==> src/design/vn2d_fifo.sv <==
// ----------------------------------------------------------------------------
// vn2d_fifo: small register FIFO
// Holds requests or results between pipeline parts. Writers keep their own credit
// count, so no overflow check is done here.
// ----------------------------------------------------------------------------
module vn2d_fifo #(
  parameter int WIDTH = 16,
  parameter int DEPTH = 4
) (
  input  logic             clk,
  input  logic             rst,
  input  logic             push,
  input  logic [WIDTH-1:0] din,
  input  logic             pop,
  output logic [WIDTH-1:0] dout,
  output logic             empty
);

  localparam int PTR_W = $clog2(DEPTH);
  localparam int CNT_W = $clog2(DEPTH + 1);

  logic [WIDTH-1:0] store [DEPTH];
  logic [PTR_W-1:0] wr_ptr, rd_ptr;
  logic [CNT_W-1:0] count;
  logic             do_pop;

  assign empty  = (count == '0);
  assign do_pop = pop && !empty;
  assign dout   = store[rd_ptr];

  always_ff @(posedge clk) begin
    if (push) begin
      store[wr_ptr] <= din;
    end
  end

  always_ff @(posedge clk) begin
    if (rst) begin
      wr_ptr <= '0;
      rd_ptr <= '0;
      count  <= '0;
    end else begin
      if (push) begin
        wr_ptr <= (wr_ptr == PTR_W'(DEPTH - 1)) ? '0 : wr_ptr + PTR_W'(1);
      end
      if (do_pop) begin
        rd_ptr <= (rd_ptr == PTR_W'(DEPTH - 1)) ? '0 : rd_ptr + PTR_W'(1);
      end
      if (push && !do_pop) begin
        count <= count + CNT_W'(1);
      end else if (!push && do_pop) begin
        count <= count - CNT_W'(1);
      end
    end
  end

endmodule

==> config.mk <==
export PLATFORM = sky130hd
export DESIGN_NAME = vn2d_fifo
export DESIGN_NICKNAME = d
export VERILOG_FILES = /design/src/design/vn2d_fifo.sv
export SDC_FILE = /design/constraint.sdc
export NUM_CORES = 1
export LEC_CHECK = 0
export BUFFER_PORTS_ARGS = -buffer_cell sky130_fd_sc_hd__clkbuf_2
export CAP_MARGIN = 40
export CORE_MARGIN = 4
export CORE_UTILIZATION = 45
export DETAILED_ROUTE_END_ITERATION = 10
export HOLD_SLACK_MARGIN = 0.05
export PLACE_DENSITY = 0.71
export SLEW_MARGIN = 20
export SYNTH_ARGS = -nofsm -noshare
export SYNTH_HDL_FRONTEND = slang
export SYNTH_SLANG_ARGS = --single-unit
export TNS_END_PERCENT = 20
==> constraint.sdc <==
create_clock -name clk -period 4.5 [get_ports clk]
set_input_delay 0.45 -clock clk [delete_from_list [all_inputs] [get_ports clk]]
set_output_delay 0.45 -clock clk [all_outputs]
set_load 0.1 [all_outputs]
---- Word level (Yosys, flattened, before mapping) ----
Memories as Yosys holds them, arrays and structs flattened. A register that Yosys moved wholly into a read port is not among the register bits.
Index checks and enable logic that the tools add are counted.
storage, ports and cells
  bits in writable memories ............... 64
  output and inout port bits .............. 17
  bits of input ports ..................... 20
  word-level logic and storage cells ...... 26
  latch bits .............................. 0
  memories ................................ 1
  register bits ........................... 7
  ROM bits ................................ 0
memories
  memory  depth  bits a word  rd ports  clocked after memory_dff  write ports  line  RTL
  store   4      16           1         1                         1            22    logic [WIDTH-1:0] store [DEPTH];
operators by class
  equal/unequal tests ..................... 2
  shift-type cells ........................ 0
  multiply operators ...................... 0
  reductions and logical operators ........ 8
  order comparisons ....................... 0
  bitwise gates (word level) .............. 0
  divide/modulo/power cells ............... 0
  add/subtract/negate cells ............... 4
  multiplexer cells ....................... 8
operators by type and width
  kind                 number
  $mux 2               4
  $mux 3               2
  $add 2x1->2 const B  2
  $eq 2x2->1 const B   2
  $add 3x1->3 const B  1
  $logic_and 1x1->1    3
  $logic_not 1->1      3
  $logic_not 3->1      1
  $sub 3x1->3 const B  1
  $mux 1               2
  $reduce_bool 2->1    1

---- Longest topological paths before layout ----
Gate-level depths: netlist (run 1).
  word-level depth ........................ 6
  gate-level depth with buffers ........... 7
  mapped depth without buffers ............ 7

---- Least setup slack after synthesis (run 1) ----
OpenSTA, ideal clock, no wires.
  kind .................................... register to output
  from .................................... reg count[0]
  to ...................................... out empty
  buffers on the path ..................... 0
  cell stages (with the launch flop) ...... 2
  path slack .............................. 1.598 ns
  data arrival time ....................... 2.452 ns
  data required time ...................... 4.050 ns
  path through ............................ dfxtp_1 > nor3_1
between the ends
  longest elaborated chain between the ends .. 1
RTL lines
  what                      line  RTL
  start: declaration        24    logic [CNT_W-1:0] count;
  start signal: assignment  50    count <= count + CNT_W'(1);
  start signal: assignment  52    count <= count - CNT_W'(1);
  $logic_not 3->1           27    assign empty = (count == '0);
  end: declaration          16    output logic empty
Every way passes these cells.

==> results of run 1 <==
==> through the flow <==
| stage | cell area [sq um] | cells | util [%] |
|---|---|---|---|
| final | 3290 | 254 | 54.9 |
| after global routing | 3290 | 254 | 54.9 |
| after CTS | 3250 | 251 | 54.2 |
| after detailed placement | 3040 | 235 | 50.8 |
| after global placement | 3030 | 234 | 50.5 |
| after floorplan | 2800 | 127 | - |
==> where the power goes <==
part           switching, mW  total [mW]  internal, mW
registers             0.0514       0.836         0.784
logic                  0.515       0.681         0.167
clock network          0.210       0.519         0.309
==> worst reg2reg max path: cells and delay by family, from the launching register on <==
family | cells | cell delay, ns
AOI/OAI and AO/OA | 2 | 0.49
xor gates and xnor gates | 1 | 0.16
adders and majority gates | 2 | 0.64
buffers and inverters | 1 | 0.07
DFF | 1 | 0.37
and+or+nand+nor | 1 | 0.31
==> worst paths after layout <==
kind,from,end,slack [ns],depth (start not counted)
min,din[7],store[2][7]$_DFFE_PP_,0.34,1
min reg2reg,rd_ptr[0]$_SDFFE_PP0P_,register,0.52,2
max reg2reg,count[1]$_SDFFE_PP0P_,count[2]$_SDFFE_PP0P_,2.40,7
max,register,dout[4],1.89,3
==> kinds of logic (layout without fill, tap and decap cells) <==
group / count (synthesis) / in the layout / synth area share, %
compound gates: 4 / 4 / 1.30
flops: 73 / 73 / 75.2
fa+ha+maj: 7 / 7 / 3.40
buf+inv: 7 / 59 / 1.88
simple gates: 14 / 14 / 2.46
mux: 20 / 20 / 15.1
xor+xnor: 2 / 2 / 0.627
==> layout make-up <==
type	instances	area [sq um]
clock buffer	12	135
clock inverter	4	67.6
fill	459	2700
inverter	3	11.3
multi-input combinational	47	641
sequential	73	2100
tap	75	93.8
timing repair buffer	40	236
==> registers in the layout, indices dropped and copies added (netlist names), named ones only <==
signal	cells
rd_ptr	2
wr_ptr	2
count	3
store	64
==> synth_stat cells (all sizes together) <==
master / n
o21ai: 1
mux2i: 4
inv: 3
nand2: 1
dfxtp: 9
a21oi: 2
or3: 2
edfxtp: 64
and2: 4
ha: 6
xor2: 2
o31ai: 1
buf: 4
nor2: 6
fa: 1
nor3: 1
mux4: 16
==> routing by layer <==
layer  routed length (um)  share of wire [%]  track usage [%]
met1                 1660                 38             14.0
met3                  231                5.3             4.66
met5                    0                  0                0
met4                   76                1.7             6.80
met2                 2400                 55             22.1
==> results.md, run 1 <==
- Clk_skew: around 0.0047 ns
- GRT overflow: 0
- Avg Inst Size Synth: 22.0 sq um
- Post-CTS Hold Buffers: 0
- Num CTS Buffers: 9
- DRC viols: 0
- Post-DP HPWL: 2.95 mm
- Min Hold Slack: about 0.34 ns
- Crit path max-delay cell type: dfxtp_1
- Worst setup margin: 1.89 ns
- Max Cap Violations: 0
- Total track usage: between 10% and 20%
- # clock sinks: 73
- Worst setup EP type: primary output
- Vias: 1301
- Placement Setup Slack: about 2.2 ns
- Gpl congestion: approximately 0.72
- Fmax: roughly 380 MHz
- Area share of the largest cell type after synthesis: between 60 and 70%
- Critical path fanouts, max: 9
- Syn-to-layout area delta: 17.6%
- Slew Limit Fails: 0
- Critical path class: register to primary output
- Register area share after synthesis: 75.2%
- Post-route ant nets: 0
- Tot Pwr: 2.04 mW
- Leading cell type in the layout, fill and taps excluded: edfxtp_1
- Mapped Area: approximately 2800 sq um
- Synth warn: 0
- Setup violations, final: 0
- Post-Synthesis Cells: about 130
- Core ar.: between 5000 and 6000 sq um
- Tmin final: ~2.6 ns
- Status: finished, final reports clean
- CP max stage delay: 0.68 ns
- Final TNS setup: 0 ns
- Starting DRT DRC Count: between 60 and 70
- Final Hold Vio Count: 0
- Vias in the first global route: ~1400
- Worst-Margin Slew: just over 0.8 ns
- Clock-pin slew on the worst setup and hold paths: 0.07 ns
- Mapped Nets: ~150
- Initial antenna violation count: 0
- CTS tree: yes
- Yosys reg bits: 73
- Clock latency at the later pin of the worst-skew pair: 0.33 ns
- Worst hold path type: primary input to register
- Final wirelength: between 4 and 5 mm
- Die area: approximately 7500 sq um
- Antenna diodes: 0
- Starting density of the core: between 40% and 50%
- Die W: 86.8 um
- Max Buffers Root-to-Sink: 2
- Ports: 37
- Startpoint types: register
- Cell breakdown of the critical path: buf_8 -> mux4_2 -> clkbuf_2
- Leakage: 1.18 nW
- Req. time, crit path: around 4.1 ns
- Period utilisation layout: about three fifths
- CP arrival: ~2.2 ns
- Largest net degree at the start of global routing: 17
- Post-CTS Setup Bufs: 0
- FP Rows: 28
- Unrepaired setup endpoints after global routing: no
- H-tree depth: 3
- Top delay family on crit path: flip-flops
- Global-route wire length before repair: ~7 mm
- Buffers on Ports: 36
- Yosys top cell by area: edfxtp_1
- Wire per inst: roughly 17 um
- Share of cells above drive strength 1: ~35%
- Pwr dens: ~620 nW/um^2
- Die Y-Extent: ~87 um
- Final #Nets: ~200
- CTS resizes: 0
- Via density per instance: about 5.1
- DRT Pass-1 Iters: 4
- Synth unique cells: 20
- CTS root buf: clkbuf_8
- Most frequent cells in the layout: edfxtp_1 (64), clkbuf_2 (36), mux4_2 (10)
- CP Buf/Inv Count: 2
- Top cells by area, synth: edfxtp_1 (69%), mux4_2 (8.1%), dfxtp_1 (6.4%), mux4_1 (5.6%), ha_1 (2.7%)
- Max VDD drop: approximately 270 uV
- Worst slew margin: between 40% and 50%
Power figures use the tool's default switching activity.
==> run 2, diff against run 1 <==
--- a/config.mk
+++ b/config.mk
@@ -11,7 +11,7 @@
 export CORE_UTILIZATION = 45
 export DETAILED_ROUTE_END_ITERATION = 10
 export HOLD_SLACK_MARGIN = 0.05
-export PLACE_DENSITY = 0.71
+export PLACE_DENSITY = 0.73
 export SLEW_MARGIN = 20
 export SYNTH_ARGS = -nofsm -noshare
 export SYNTH_HDL_FRONTEND = slang
==> constraint.sdc (replaced) <==
create_clock -name clk -period 2.2 [get_ports clk]
set_input_delay 0.22 -clock clk [delete_from_list [all_inputs] [get_ports clk]]
set_output_delay 0.22 -clock clk [all_outputs]
set_load 0.1 [all_outputs]
==> run 2 against run 1 <==
Utilization increased by 4.1 points. Global-route usage increased by 0.88 points. Setup slack got worse by 1.7 ns. Total power increased by 120%. Sequential power up 100%. Cell area grew 7.4%. Critical path depth rose by 4. Wire length rose by 5.3%. Count of clock-buffer cells in the layout grew 2. Flip-flop and latch count unchanged. Critical path type is now register to register.
==> results.md, run 2 (synthesis gave the netlist of run 1 again) <==
- Status: finished, final reports clean
- Max Buffers Root-to-Sink: 2
- # clock sinks: between 70 and 80
- Core ar.: ~6000 sq um
- Num CTS Buffers: 9
- CP max stage delay: 0.38 ns
- Global-route wire length before repair: ~7.4 mm
- Post-CTS Setup Bufs: 0
- DRC viols: 0
- Vias in the first global route: about 1500
- Worst setup EP type: register
- Critical path fanouts, max: 4
- Post-route ant nets: 0
- Clock latency at the later pin of the worst-skew pair: about 0.33 ns
- Die Y-Extent: a little under 90 um
- Req. time, crit path: 2.47 ns
- Worst setup margin: 0.155 ns
- CTS tree: yes
- Ports: 37
- Largest net degree at the start of global routing: 17
- Fillcell total: ~430
- Die area: 7540 sq um
- Final Hold Vio Count: 0
- Initial antenna violation count: 0
- Clock-pin slew on the worst setup and hold paths: around 0.07 ns
- Leading cell type in the layout, fill and taps excluded: edfxtp_1
- Post-CTS Hold Buffers: 0
- Critical path class: register to register
- Final TNS setup: 0 ns
- Top reg by flops: store
- Regs by FF count: store (64), count (3)
- Starting DRT DRC Count: 71
- Via density per instance: 5.26
- Total track usage: about 14%
- Startpoint types: register
- Pwr dens: between 1000 and 1500 nW/um^2
- Final Util: between 50% and 60%
- Cell breakdown of the critical path: o31ai_4 -> ha_1 -> inv_1 -> fa_1 -> xor2_1 -> or3_1 -> a21oi_1
- Antenna diodes: 0
- Die W: approximately 87 um
- Starting density of the core: 46.7%
- Unrepaired setup endpoints after global routing: no
- GRT overflow: 0
- Max FFs per register: 64
- Tot Pwr: ~4.5 mW
- CTS resizes: 0
- CP arrival: 2.31 ns
- Crit path max-delay cell type: dfxtp_1
- Post-Layout Cell Count: 256
- Max VDD drop: 854 uV
- Post-route cell area: 3530 sq um
- Clk_skew: around 0.007 ns
- Fmax: a little under 500 MHz
- Syn-to-layout area delta: 26.3%
- Placed cell count: approximately 240
- H-tree depth: 3
- Share of cells above drive strength 1: between 30% and 40%
- CTS root buf: clkbuf_8
- Placed cell area: around 3300 sq um
- Worst hold path type: primary input to register
- Min Hold Slack: 0.106 ns
- Max Cap Violations: 0
- FP Rows: 28
- Slew Limit Fails: 0
- Placement Setup Slack: approximately 0.15 ns
- Wire per inst: about 18 um
- Worst slew margin: ~64%
- Most frequent cells in the layout: edfxtp_1 (64), clkbuf_2 (20), buf_12 (16)
- Buffers on Ports: 36
- Final wirelength: 4.60 mm
- Worst-Margin Slew: 0.543 ns
- Tmin final: slightly above 2 ns
- Setup violations, final: 0
- Post-DP HPWL: 3.00 mm
- DRT Pass-1 Iters: 4
- Gpl congestion: approximately 0.73
- Final #Nets: 203
- Period utilisation layout: 92.9%
- Leakage: 1.28 nW
- Vias: approximately 1300
-- run 2: cell types whose count changed in the layout (fill, tap and decap cells not counted), moves of 2 or more --
cell	change
buf_12	+16
clkbuf_2	-16
buf_4	+5
buf_8	-3
clkbuf_8	+3
clkinv_1	-2
-- run 2: path summary, 6_finish.rpt --
check / startpoint / to / slack [ns] / depth (start not counted)
worst min-delay path: din[3] / store[3][3]$_DFFE_PP_ / 0.11 / 1
worst max-delay path: count[1]$_SDFFE_PP0P_ / count[2]$_SDFFE_PP0P_ / 0.16 / 7
worst min register to register: rd_ptr[0]$_SDFFE_PP0P_ / rd_ptr[0]$_SDFFE_PP0P_ / 0.54 / 2
worst max register to register: count[1]$_SDFFE_PP0P_ / count[2]$_SDFFE_PP0P_ / 0.16 / 7
-- run 2: layout make-up --
class	instances	area (sq um)	area share, %
clock buffer	14	173	4.89
clock inverter	2	35.0	0.993
inverter	3	11.3	0.319
multi-input combinational	47	646	18.3
sequential	73	2100	59.6
tap	75	93.8	2.66
timing repair buffer	42	469	13.3
-- run 2: power breakdown --
part / internal [mW] / total [mW] / switching, mW
registers: 1.60 / 1.67 / 0.0615
logic: 0.653 / 1.82 / 1.16
clock network: 0.616 / 1.05 / 0.438
-- run 2: critical path, delay by kind of cell, from the launching register on --
family	cells	cell delay, ns
DFF	1	0.38
and+or+nand+nor	1	0.30
adders and majority gates	2	0.62
xor gates and xnor gates	1	0.16
buffers and inverters	1	0.06
AOI/OAI and AO/OA	2	0.47
-- run 2: layer usage --
metal  global-route usage [%]  part of all wire (%)
met1                     15.6                    40
met2                     23.3                    53
met3                     3.33                   5.1
met4                     8.92                   2.4
met5                        0                     0
