File: config.mk
export PLATFORM = sky130hd
export DESIGN_NAME = vn2d_front
export DESIGN_NICKNAME = d
export VERILOG_FILES = /design/src/design/vn2d_pkg.sv /design/src/design/vn2d_front.sv
export SDC_FILE = /design/constraint.sdc
export NUM_CORES = 2
export LEC_CHECK = 0
export ABC_AREA = 1
export BUFFER_PORTS_ARGS = -buffer_cell sky130_fd_sc_hd__buf_2
export CAP_MARGIN = 40
export CORE_ASPECT_RATIO = 0.9
export CORE_MARGIN = 3
export CORE_UTILIZATION = 55
export CTS_CLUSTER_SIZE = 28
export DETAILED_ROUTE_END_ITERATION = 8
export GPL_TIMING_DRIVEN = 0
export MAX_ROUTING_LAYER = met4
export PLACE_DENSITY = 0.75
export REMOVE_ABC_BUFFERS = 1
export SLEW_MARGIN = 10
export SYNTH_ARGS = -nofsm -noshare
export SYNTH_HDL_FRONTEND = slang
export SYNTH_SLANG_ARGS = --single-unit
export TNS_END_PERCENT = 20
File: constraint.sdc
create_clock -name clk -period 5.1 [get_ports clk]
set_clock_uncertainty 0.1 [all_clocks]
set_input_delay 0 -clock clk [delete_from_list [all_inputs] [get_ports clk]]
set_output_delay 0 -clock clk [all_outputs]
set_load 0.01 [all_outputs]
File: src/design/vn2d_pkg.sv
// ----------------------------------------------------------------------------
// vn2d_pkg: shared types and constants for the 2D value noise block
// Field widths, fixed-point constants, queue depths and the request record
// passed from the front end to the back end.
// ----------------------------------------------------------------------------
package vn2d_pkg;

  // Port field widths
  localparam int AXIS_W  = 8;   // lattice row / column index
  localparam int VAL_W   = 16;  // Q0.16 lattice and noise values
  localparam int COORD_W = 32;  // query coordinates

  // Smoothstep arithmetic: s = (t*t*(3*2^16 - 2t) + 2^31) >> 32
  localparam int WT_W  = 17;  // Q1.16 weight, 0..65536
  localparam int TSQ_W = 32;  // t*t
  localparam int U_W   = 18;  // 3*2^16 - 2t
  localparam int P_W   = TSQ_W + U_W;
  localparam logic [U_W-1:0] SS_THREE = U_W'(3 * 65536);
  localparam logic [P_W-1:0] SS_ROUND = P_W'(64'd1 << 31);

  // Request codes
  localparam logic ACT_LOAD  = 1'b0;
  localparam logic ACT_QUERY = 1'b1;

  // Queue depths
  localparam int MID_DEPTH  = 8;
  localparam int OUT_DEPTH  = 4;
  localparam int MID_CNT_W  = $clog2(MID_DEPTH + 1);
  localparam int OUT_CNT_W  = $clog2(OUT_DEPTH + 1);

  // Classified request, front end to back end
  typedef struct packed {
    logic              query;
    logic [AXIS_W-1:0] row;
    logic [AXIS_W-1:0] col;
    logic [VAL_W-1:0]  value;
    logic [AXIS_W-1:0] x0;
    logic [AXIS_W-1:0] x1;
    logic [AXIS_W-1:0] y0;
    logic [AXIS_W-1:0] y1;
    logic [WT_W-1:0]   wx;
    logic [WT_W-1:0]   wy;
  } vn2d_item_t;

  localparam int ITEM_W = $bits(vn2d_item_t);

endpackage

File: src/design/vn2d_front.sv
// ----------------------------------------------------------------------------
// vn2d_front: request intake and classification
// Splits coordinates, wraps the cell index modulo GRID_SIZE-1 by reciprocal
// multiply and one correction, computes smoothstep weights. Three stages,
// never stalls; intake is throttled by a credit count on the request queue.
// ----------------------------------------------------------------------------
module vn2d_front
  import vn2d_pkg::*;
#(
  parameter int GRID_SIZE = 256,
  parameter int FRAC_BITS = 16
) (
  input  logic               clk,
  input  logic               rst,
  input  logic               push,
  output logic               full,
  input  logic               action,
  input  logic [AXIS_W-1:0]  load_row,
  input  logic [AXIS_W-1:0]  load_col,
  input  logic [VAL_W-1:0]   load_value,
  input  logic [COORD_W-1:0] coord_x,
  input  logic [COORD_W-1:0] coord_y,
  output logic               item_valid,
  output vn2d_item_t         item,
  input  logic               item_taken
);

  localparam int INT_W       = COORD_W - FRAC_BITS;
  localparam int MOD         = GRID_SIZE - 1;
  localparam int IDX_W       = $clog2(GRID_SIZE);
  localparam int REM_W       = IDX_W + 1;
  localparam int RECIP_SHIFT = INT_W + 8;
  localparam int RECIP_W     = RECIP_SHIFT - 1;
  localparam int PROD_W      = INT_W + RECIP_W;
  localparam int Q_W         = PROD_W - RECIP_SHIFT;
  localparam int T_SHIFT     = VAL_W - FRAC_BITS;
  localparam logic [RECIP_W-1:0] RECIP    = RECIP_W'((64'd1 << RECIP_SHIFT) / MOD);
  localparam logic [IDX_W-1:0]   IDX_MASK = IDX_W'(GRID_SIZE - 1);

  logic               accept;
  logic [MID_CNT_W-1:0] used;
  logic [INT_W-1:0]   n_x, n_y;
  logic [VAL_W-1:0]   t_x, t_y;

  // stage 1
  logic               s1_valid, s1_query;
  logic [AXIS_W-1:0]  s1_row, s1_col;
  logic [VAL_W-1:0]   s1_value;
  logic [INT_W-1:0]   s1_n_x, s1_n_y;
  logic [PROD_W-1:0]  s1_prod_x, s1_prod_y;
  logic [TSQ_W-1:0]   s1_tsq_x, s1_tsq_y;
  logic [U_W-1:0]     s1_u_x, s1_u_y;
  logic [Q_W-1:0]     q_x, q_y;
  logic [P_W-1:0]     p_x, p_y;

  // stage 2
  logic               s2_valid, s2_query;
  logic [AXIS_W-1:0]  s2_row, s2_col;
  logic [VAL_W-1:0]   s2_value;
  logic [REM_W-1:0]   s2_n_x, s2_n_y, s2_qd_x, s2_qd_y;
  logic [WT_W-1:0]    s2_wx, s2_wy;

  // stage 3
  logic               s3_valid, s3_query;
  logic [AXIS_W-1:0]  s3_row, s3_col;
  logic [VAL_W-1:0]   s3_value;
  logic [REM_W-1:0]   s3_r_x, s3_r_y;
  logic [WT_W-1:0]    s3_wx, s3_wy;
  logic [REM_W-1:0]   fix_x, fix_y;
  logic [IDX_W-1:0]   ix, iy;

  assign accept = push && !full;
  assign full   = (used == MID_CNT_W'(MID_DEPTH));

  assign n_x = coord_x[COORD_W-1:FRAC_BITS];
  assign n_y = coord_y[COORD_W-1:FRAC_BITS];
  assign t_x = VAL_W'(coord_x[FRAC_BITS-1:0]) << T_SHIFT;
  assign t_y = VAL_W'(coord_y[FRAC_BITS-1:0]) << T_SHIFT;

  // queue credit: requests in flight here plus those waiting in the queue
  always_ff @(posedge clk) begin
    if (rst) begin
      used <= '0;
    end else if (accept && !item_taken) begin
      used <= used + MID_CNT_W'(1);
    end else if (!accept && item_taken) begin
      used <= used - MID_CNT_W'(1);
    end
  end

  always_ff @(posedge clk) begin
    if (rst) begin
      s1_valid <= 1'b0;
      s2_valid <= 1'b0;
      s3_valid <= 1'b0;
    end else begin
      s1_valid <= accept;
      s2_valid <= s1_valid;
      s3_valid <= s2_valid;
    end
  end

  // stage 1: reciprocal product, t*t and 3-2t
  always_ff @(posedge clk) begin
    s1_query  <= (action == ACT_QUERY);
    s1_row    <= load_row;
    s1_col    <= load_col;
    s1_value  <= load_value;
    s1_n_x    <= n_x;
    s1_n_y    <= n_y;
    s1_prod_x <= PROD_W'(n_x) * PROD_W'(RECIP);
    s1_prod_y <= PROD_W'(n_y) * PROD_W'(RECIP);
    s1_tsq_x  <= TSQ_W'(t_x) * TSQ_W'(t_x);
    s1_tsq_y  <= TSQ_W'(t_y) * TSQ_W'(t_y);
    s1_u_x    <= SS_THREE - U_W'({t_x, 1'b0});
    s1_u_y    <= SS_THREE - U_W'({t_y, 1'b0});
  end

  // quotient estimate is low by at most one
  assign q_x = s1_prod_x[PROD_W-1:RECIP_SHIFT];
  assign q_y = s1_prod_y[PROD_W-1:RECIP_SHIFT];
  assign p_x = P_W'(s1_tsq_x) * P_W'(s1_u_x) + SS_ROUND;
  assign p_y = P_W'(s1_tsq_y) * P_W'(s1_u_y) + SS_ROUND;

  // stage 2: q*MOD (low bits only), rounded weights
  always_ff @(posedge clk) begin
    s2_query <= s1_query;
    s2_row   <= s1_row;
    s2_col   <= s1_col;
    s2_value <= s1_value;
    s2_n_x   <= REM_W'(s1_n_x);
    s2_n_y   <= REM_W'(s1_n_y);
    s2_qd_x  <= REM_W'(q_x) * REM_W'(MOD);
    s2_qd_y  <= REM_W'(q_y) * REM_W'(MOD);
    s2_wx    <= p_x[P_W-2:32];
    s2_wy    <= p_y[P_W-2:32];
  end

  // stage 3: remainder, below 2*MOD
  always_ff @(posedge clk) begin
    s3_query <= s2_query;
    s3_row   <= s2_row;
    s3_col   <= s2_col;
    s3_value <= s2_value;
    s3_r_x   <= s2_n_x - s2_qd_x;
    s3_r_y   <= s2_n_y - s2_qd_y;
    s3_wx    <= s2_wx;
    s3_wy    <= s2_wy;
  end

  assign fix_x = (s3_r_x >= REM_W'(MOD)) ? s3_r_x - REM_W'(MOD) : s3_r_x;
  assign fix_y = (s3_r_y >= REM_W'(MOD)) ? s3_r_y - REM_W'(MOD) : s3_r_y;
  assign ix    = IDX_W'(fix_x);
  assign iy    = IDX_W'(fix_y);

  assign item_valid  = s3_valid;
  assign item.query  = s3_query;
  assign item.row    = s3_row;
  assign item.col    = s3_col;
  assign item.value  = s3_value;
  assign item.x0     = AXIS_W'(ix & IDX_MASK);
  assign item.x1     = AXIS_W'((ix + IDX_W'(1)) & IDX_MASK);
  assign item.y0     = AXIS_W'(iy & IDX_MASK);
  assign item.y1     = AXIS_W'((iy + IDX_W'(1)) & IDX_MASK);
  assign item.wx     = s3_wx;
  assign item.wy     = s3_wy;

endmodule

Yosys cells after proc, flatten, opt, wreduce, memory -nomap -nowiden

Index checks and enable logic that the tools add are counted.

Flip-flop bits (word level): 412
Input port bits: 101
Output and inout port bits: 101
Word-level logic and storage cells: 68

Add/subtract/negate cells: 12
Multipliers: 8
Magnitude comparators: 2
Eq/ne operators: 1
Muxes and demuxes: 4
Reduce and logical (&&, ||, !) cells: 7

Operators with widths:

| cell                                                                                 | count |
|---|---|
| 49-bit by 32-bit adder with 49-bit output (second input constant)                    | 2 |
| 32-bit by 18-bit multiplier with 49-bit output                                       | 2 |
| 16-bit by 17-bit multiplier with 33-bit output (second input constant)               | 2 |
| 16-bit by 16-bit multiplier with 32-bit output                                       | 2 |
| 18-bit by 17-bit subtractor with 18-bit output (first input constant)                | 2 |
| 9-bit by 8-bit greater-or-equal comparator with 1-bit output (second input constant) | 2 |
| 9-bit by 8-bit multiplier with 9-bit output (second input constant)                  | 2 |
| 9-bit subtractor                                                                     | 2 |
| 8-bit by 1-bit adder with 8-bit output (second input constant)                       | 2 |
| 8-bit 2-to-1 mux                                                                     | 2 |
| 8-bit subtractor (second input constant)                                             | 2 |
| 4-bit 2-to-1 mux                                                                     | 2 |
| 4-bit by 1-bit adder with 4-bit output (second input constant)                       | 1 |
| 4-bit == test (second input constant)                                                | 1 |
| 4-bit by 1-bit subtractor with 4-bit output (second input constant)                  | 1 |
| 1-bit logical AND                                                                    | 3 |
| 1-bit logical NOT                                                                    | 3 |
| 2-bit nonzero test                                                                   | 1 |

Longest topological paths before layout

Depth after elaboration: 7
Depth in mapped cells: 29

Least setup slack after synthesis

OpenSTA, ideal clock, no wires.

Path type: register -> register
From: reg s1_tsq_x[30]
To: reg s2_wx[16]
Data arrival time: 5.262 ns
Required time: 4.887 ns
Setup slack: -0.375 ns
Stages on the path, launching flop included: 25
Buffers on the path: 2
Period minus slack after synthesis: 5.475 ns
Cell sequence: dfxtp_1 clkbuf_1 clkbuf_1 nand2_1 fa_1 inv_1 fa_1 inv_1 fa_1 inv_1 fa_1 fa_1 inv_1 fa_1 inv_1 ha_1 inv_1 o21ai_0 or2_2 nand2_1 nand3_1 a21oi_1 nand3_1 nand2_1 nand2_1

Word-level cells in the longest chain between the ends: 2

RTL lines:

| item                                           | line              | RTL |
|---|---|---|
| from (decl)                                    | vn2d_front.sv:51  | `logic [TSQ_W-1:0] s1_tsq_x, s1_tsq_y;` |
| from (signal assigned)                         | vn2d_front.sv:113 | `s1_tsq_x <= TSQ_W'(t_x) * TSQ_W'(t_x);` |
| 32-bit by 18-bit multiplier with 49-bit output | vn2d_front.sv:122 | `assign p_x = P_W'(s1_tsq_x) * P_W'(s1_u_x) + SS_ROUND;` |
| 49-bit by 32-bit adder with 49-bit output      | vn2d_front.sv:122 |  |
| named net p_x[48]                              | vn2d_front.sv:54  | `logic [P_W-1:0] p_x, p_y;` |
| to (signal assigned)                           | vn2d_front.sv:135 | `s2_wx <= p_x[P_W-2:32];` |
| to (decl)                                      | vn2d_front.sv:61  | `logic [WT_W-1:0] s2_wx, s2_wy;` |

The timed path passes the listed nets, and every way through them passes these cells.
A chain may end at the register's enable or synchronous reset.

Worst setup path after layout

From: reg s1_u_x[11]
To: reg s2_wx[1]

Word-level cells in the longest chain between the ends: 2

RTL lines:

| item                                           | line              | RTL |
|---|---|---|
| from (decl)                                    | vn2d_front.sv:52  | `logic [U_W-1:0] s1_u_x, s1_u_y;` |
| from (signal assigned)                         | vn2d_front.sv:115 | `s1_u_x <= SS_THREE - U_W'({t_x, 1'b0});` |
| 32-bit by 18-bit multiplier with 49-bit output | vn2d_front.sv:122 |  |
| 49-bit by 32-bit adder with 49-bit output      | vn2d_front.sv:122 |  |
| named net p_x[33]                              | vn2d_front.sv:54  |  |

The timed path passes the listed nets, and every way through them passes these cells.

==> qor.csv <==
metric;value;unit
cpMaxStageDelayCell;fa_1;
slew_headroom;59.3;%
synthCells;8408;
drc;0;
min_from;coord_y[5];
synth_area;66100;sq um
crit_path_end_kind;flip-flop;
timing.rr.start;s1_u_x[11]$_DFF_P_;
fillers;9430;
grt_usage;30.5;%
synthToLayoutAreaGrowth;16.1;%
hold_viol;1;
fin_crit;5.55;ns
drive_above_1_share;11.8;%
synth_top_area_share;37.7;%
fp.dieH;335;um
yosys-top-cells-area;fa_1 (38%), inv_1 (15%), ha_1 (13%);
cp_slowest_stage_delay;0.55;ns
fin_ws;-0.447;ns
hold-worst-slack;-0.0104;ns
finish.utilization;64.4;%
cts_root_buf;clkbuf_16;
yosys_warnings;0;
avgSynthCellArea;7.86;sq um
postRouteWirelength;184;mm
status;finished with violations;
coreArea;119000;sq um
start_util;55.5;%
clk_pin_slew;0.06;ns
place.port_buffers;201;
grt-ovfl-total;0;
ios;202;
clk_latency;0.66;ns
grt_pass1_vias;58100;
hold_depth;5;
cts_buffer_depth;3;
first_pass_iters;6;
viasPerCell;5.21;
post-place-ws;-1.31;ns
finalSetupViolations;35;
r2r_end;s2_wx[1]$_DFF_P_;
startpoint_type;flip-flop;
synth_seq_cells;358;
antenna_found_initial;7;
violations;negative hold slack, negative setup slack;
rows;120;
vias;54300;
grt_pass1_wl;294;mm
cp.arrival;5.96;ns
reg2regPathDepth;23;
crit_top_cell;fa_1;
post-route-period-util;109;%
final-max-slew-violation-count;0;
grt_max_degree;37;
startpoint;s1_u_x[11]$_DFF_P_;
ys_seq_area_share;10.8;%
dr.first_iter.drc_count;4120;
crit_type;flip-flop to flip-flop;
worstHoldPathType;input port to flip-flop;
worstHoldEndpoint;s1_u_y[9]$_DFF_P_;
tightest_slew;0.605;ns
crit_path_cell_trace;buf_12 -> nand2_2 -> fa_1 -> inv_1 -> fa_1 -> inv_2 -> fa_1 -> inv_2 -> fa_1 -> fa_1 -> inv_1 -> fa_1 -> inv_2 -> ha_4 -> nand2_4 -> nor2_4 -> inv_2 -> nor3_4 -> nand2_1 -> nand2_1 -> nand3_2 -> nand2_2 -> xor2_2;
reg2reg_setup_slack;-0.45;ns
cts_tree;yes;
cts.sinks;358;
die_area;124000;sq um
ant_nets;0;
gp_congestion;0.981;
crit_fanout;15;
cts_buffers;40;
cts_max_level;2;
yosys.cell_types.count;47;
required;5.51;ns
dp_hpwl;130;mm
max_freq;180;MHz
fp.dieW;371;um
detail_route.wl_per_cell;17.6;um
tns;-12.74;ns
synth_top_area_cell;fa_1;
final_nets;10800;
rsz0062_at_grt;yes;
drv_cap;0;
layout make-up:
class                      count  area [sq um]  share of cell area, %
sequential                   358          7480                   9.75
multi-input combinational   5114         49900                   65.0
clock buffer                  50          1070                   1.39
tap                         1586          1980                   2.59
antenna                        8          20.0                 0.0261
timing repair buffer         621          5980                   7.79
inverter                    2664         10000                   13.0
clock inverter                23           304                  0.396
stage by stage:
| step | area [sq um] | hold slack [ns] | std cells |
|---|---|---|---|
| floorplan | 65000 | -0.0723 | 8136 |
| global placement | 68000 | 0.00164 | 9923 |
| detailed placement | 68600 | 0.00359 | 9953 |
| CTS | 75000 | 0.00164 | 10400 |
| global route | 76700 | 0.00909 | 10400 |
| finish | 76700 | -0.0104 | 10400 |
what timing repair did:
item	CTS	global route
endpoints found under the setup margin	34	67
gates cloned	0	3
pin swaps	69	85
hold buffers	195	3
endpoints found under the hold margin	115	2
buffers inserted	142	47
gates resized for setup	419	295
cells in the final DEF, fill, tap and decap left out, drive strengths merged, types with 147 or more instances in the layout:
master,n
nand2,1934
nor2,298
dlygate4sd3,196
o21ai,147
fa,1245
inv,2671
ha,685
dfxtp,358
a21oi,243
buf,407
routing by layer:
metal | wire (um) | share of wire (%) | GRT usage, % | up-vias
met5 | 0 | 0 | - | -
met4 | 7870 | 4.3 | 10.4 | 0
met3 | 17900 | 9.7 | 5.75 | 619
met2 | 86100 | 47 | 49.0 | 2517
met1 | 72000 | 39 | 38.9 | 26400
li1 | - | - | - | 24700
synthesized netlist by cell type (all sizes together):
master	instances
nor3b	1
a21o	27
clkinv	1
nand3	141
o21a	4
nand2b	1
o21bai	23
buf	26
a31oi	6
nand2	1934
nand3b	2
inv	2663
clkbuf	262
ha	685
conb	2
nor2	298
and2	3
a21boi	6
o211ai	6
or2	12
xnor2	61
xor2	121
nand4	66
nor3	53
dfxtp	358
fa	1245
a21oi	243
or3b	1
o21ai	147
nor4	10
how the worst max path moves through the flow:
stage | depth (start not counted) | slack (ns) | to
6_report | 23 | -0.45 | s2_wx[1]$_DFF_P_
3_5_place_dp | 20 | -1.31 | s2_wx[13]$_DFF_P_
2_1_floorplan | 22 | -0.44 | s2_wx[16]$_DFF_P_
5_1_grt | 24 | -0.63 | s2_wx[16]$_DFF_P_
4_1_cts | 21 | -0.40 | s2_wx[1]$_DFF_P_
3_3_place_gp | 20 | -1.96 | s2_wx[13]$_DFF_P_
worst max-delay path: cells and delay by family, from the launching register on:
| family | cells | cell delay [ns] |
|---|---|---|
| xor gates and xnor gates | 1 | 0.21 |
| adders and majority gates | 7 | 3.40 |
| buffers and inverters | 7 | 0.51 |
| DFF | 1 | 0.42 |
| and+or+nand+nor | 8 | 0.74 |
cells by family after synthesis:
kind of cell / after synthesis / synth area share (%)
AO/OA/AOI/OAI: 462 / 3.81
other: 2 / 0.0114
flip-flops: 358 / 10.8
AND/OR/NAND/NOR: 2522 / 15.4
XOR/XNOR: 182 / 2.41
buffers and inverters: 2952 / 16.8
adder cells (fa/ha/maj): 1930 / 50.7
registers in the layout (all words and copies together) (netlist names), 16 cells and up:
| name | count |
|---|---|
| s2_value | 16 |
| s2_wy | 17 |
| s2_wx | 17 |
| s1_value | 16 |
| s1_tsq_y | 31 |
| s3_wy | 17 |
| s3_value | 16 |
| s3_wx | 17 |
| s1_u_y | 16 |
| s1_tsq_x | 31 |
| s1_u_x | 16 |
Power is not shown: default switching activity piles up to over one toggle a cycle in this logic, so the estimate is an artifact.
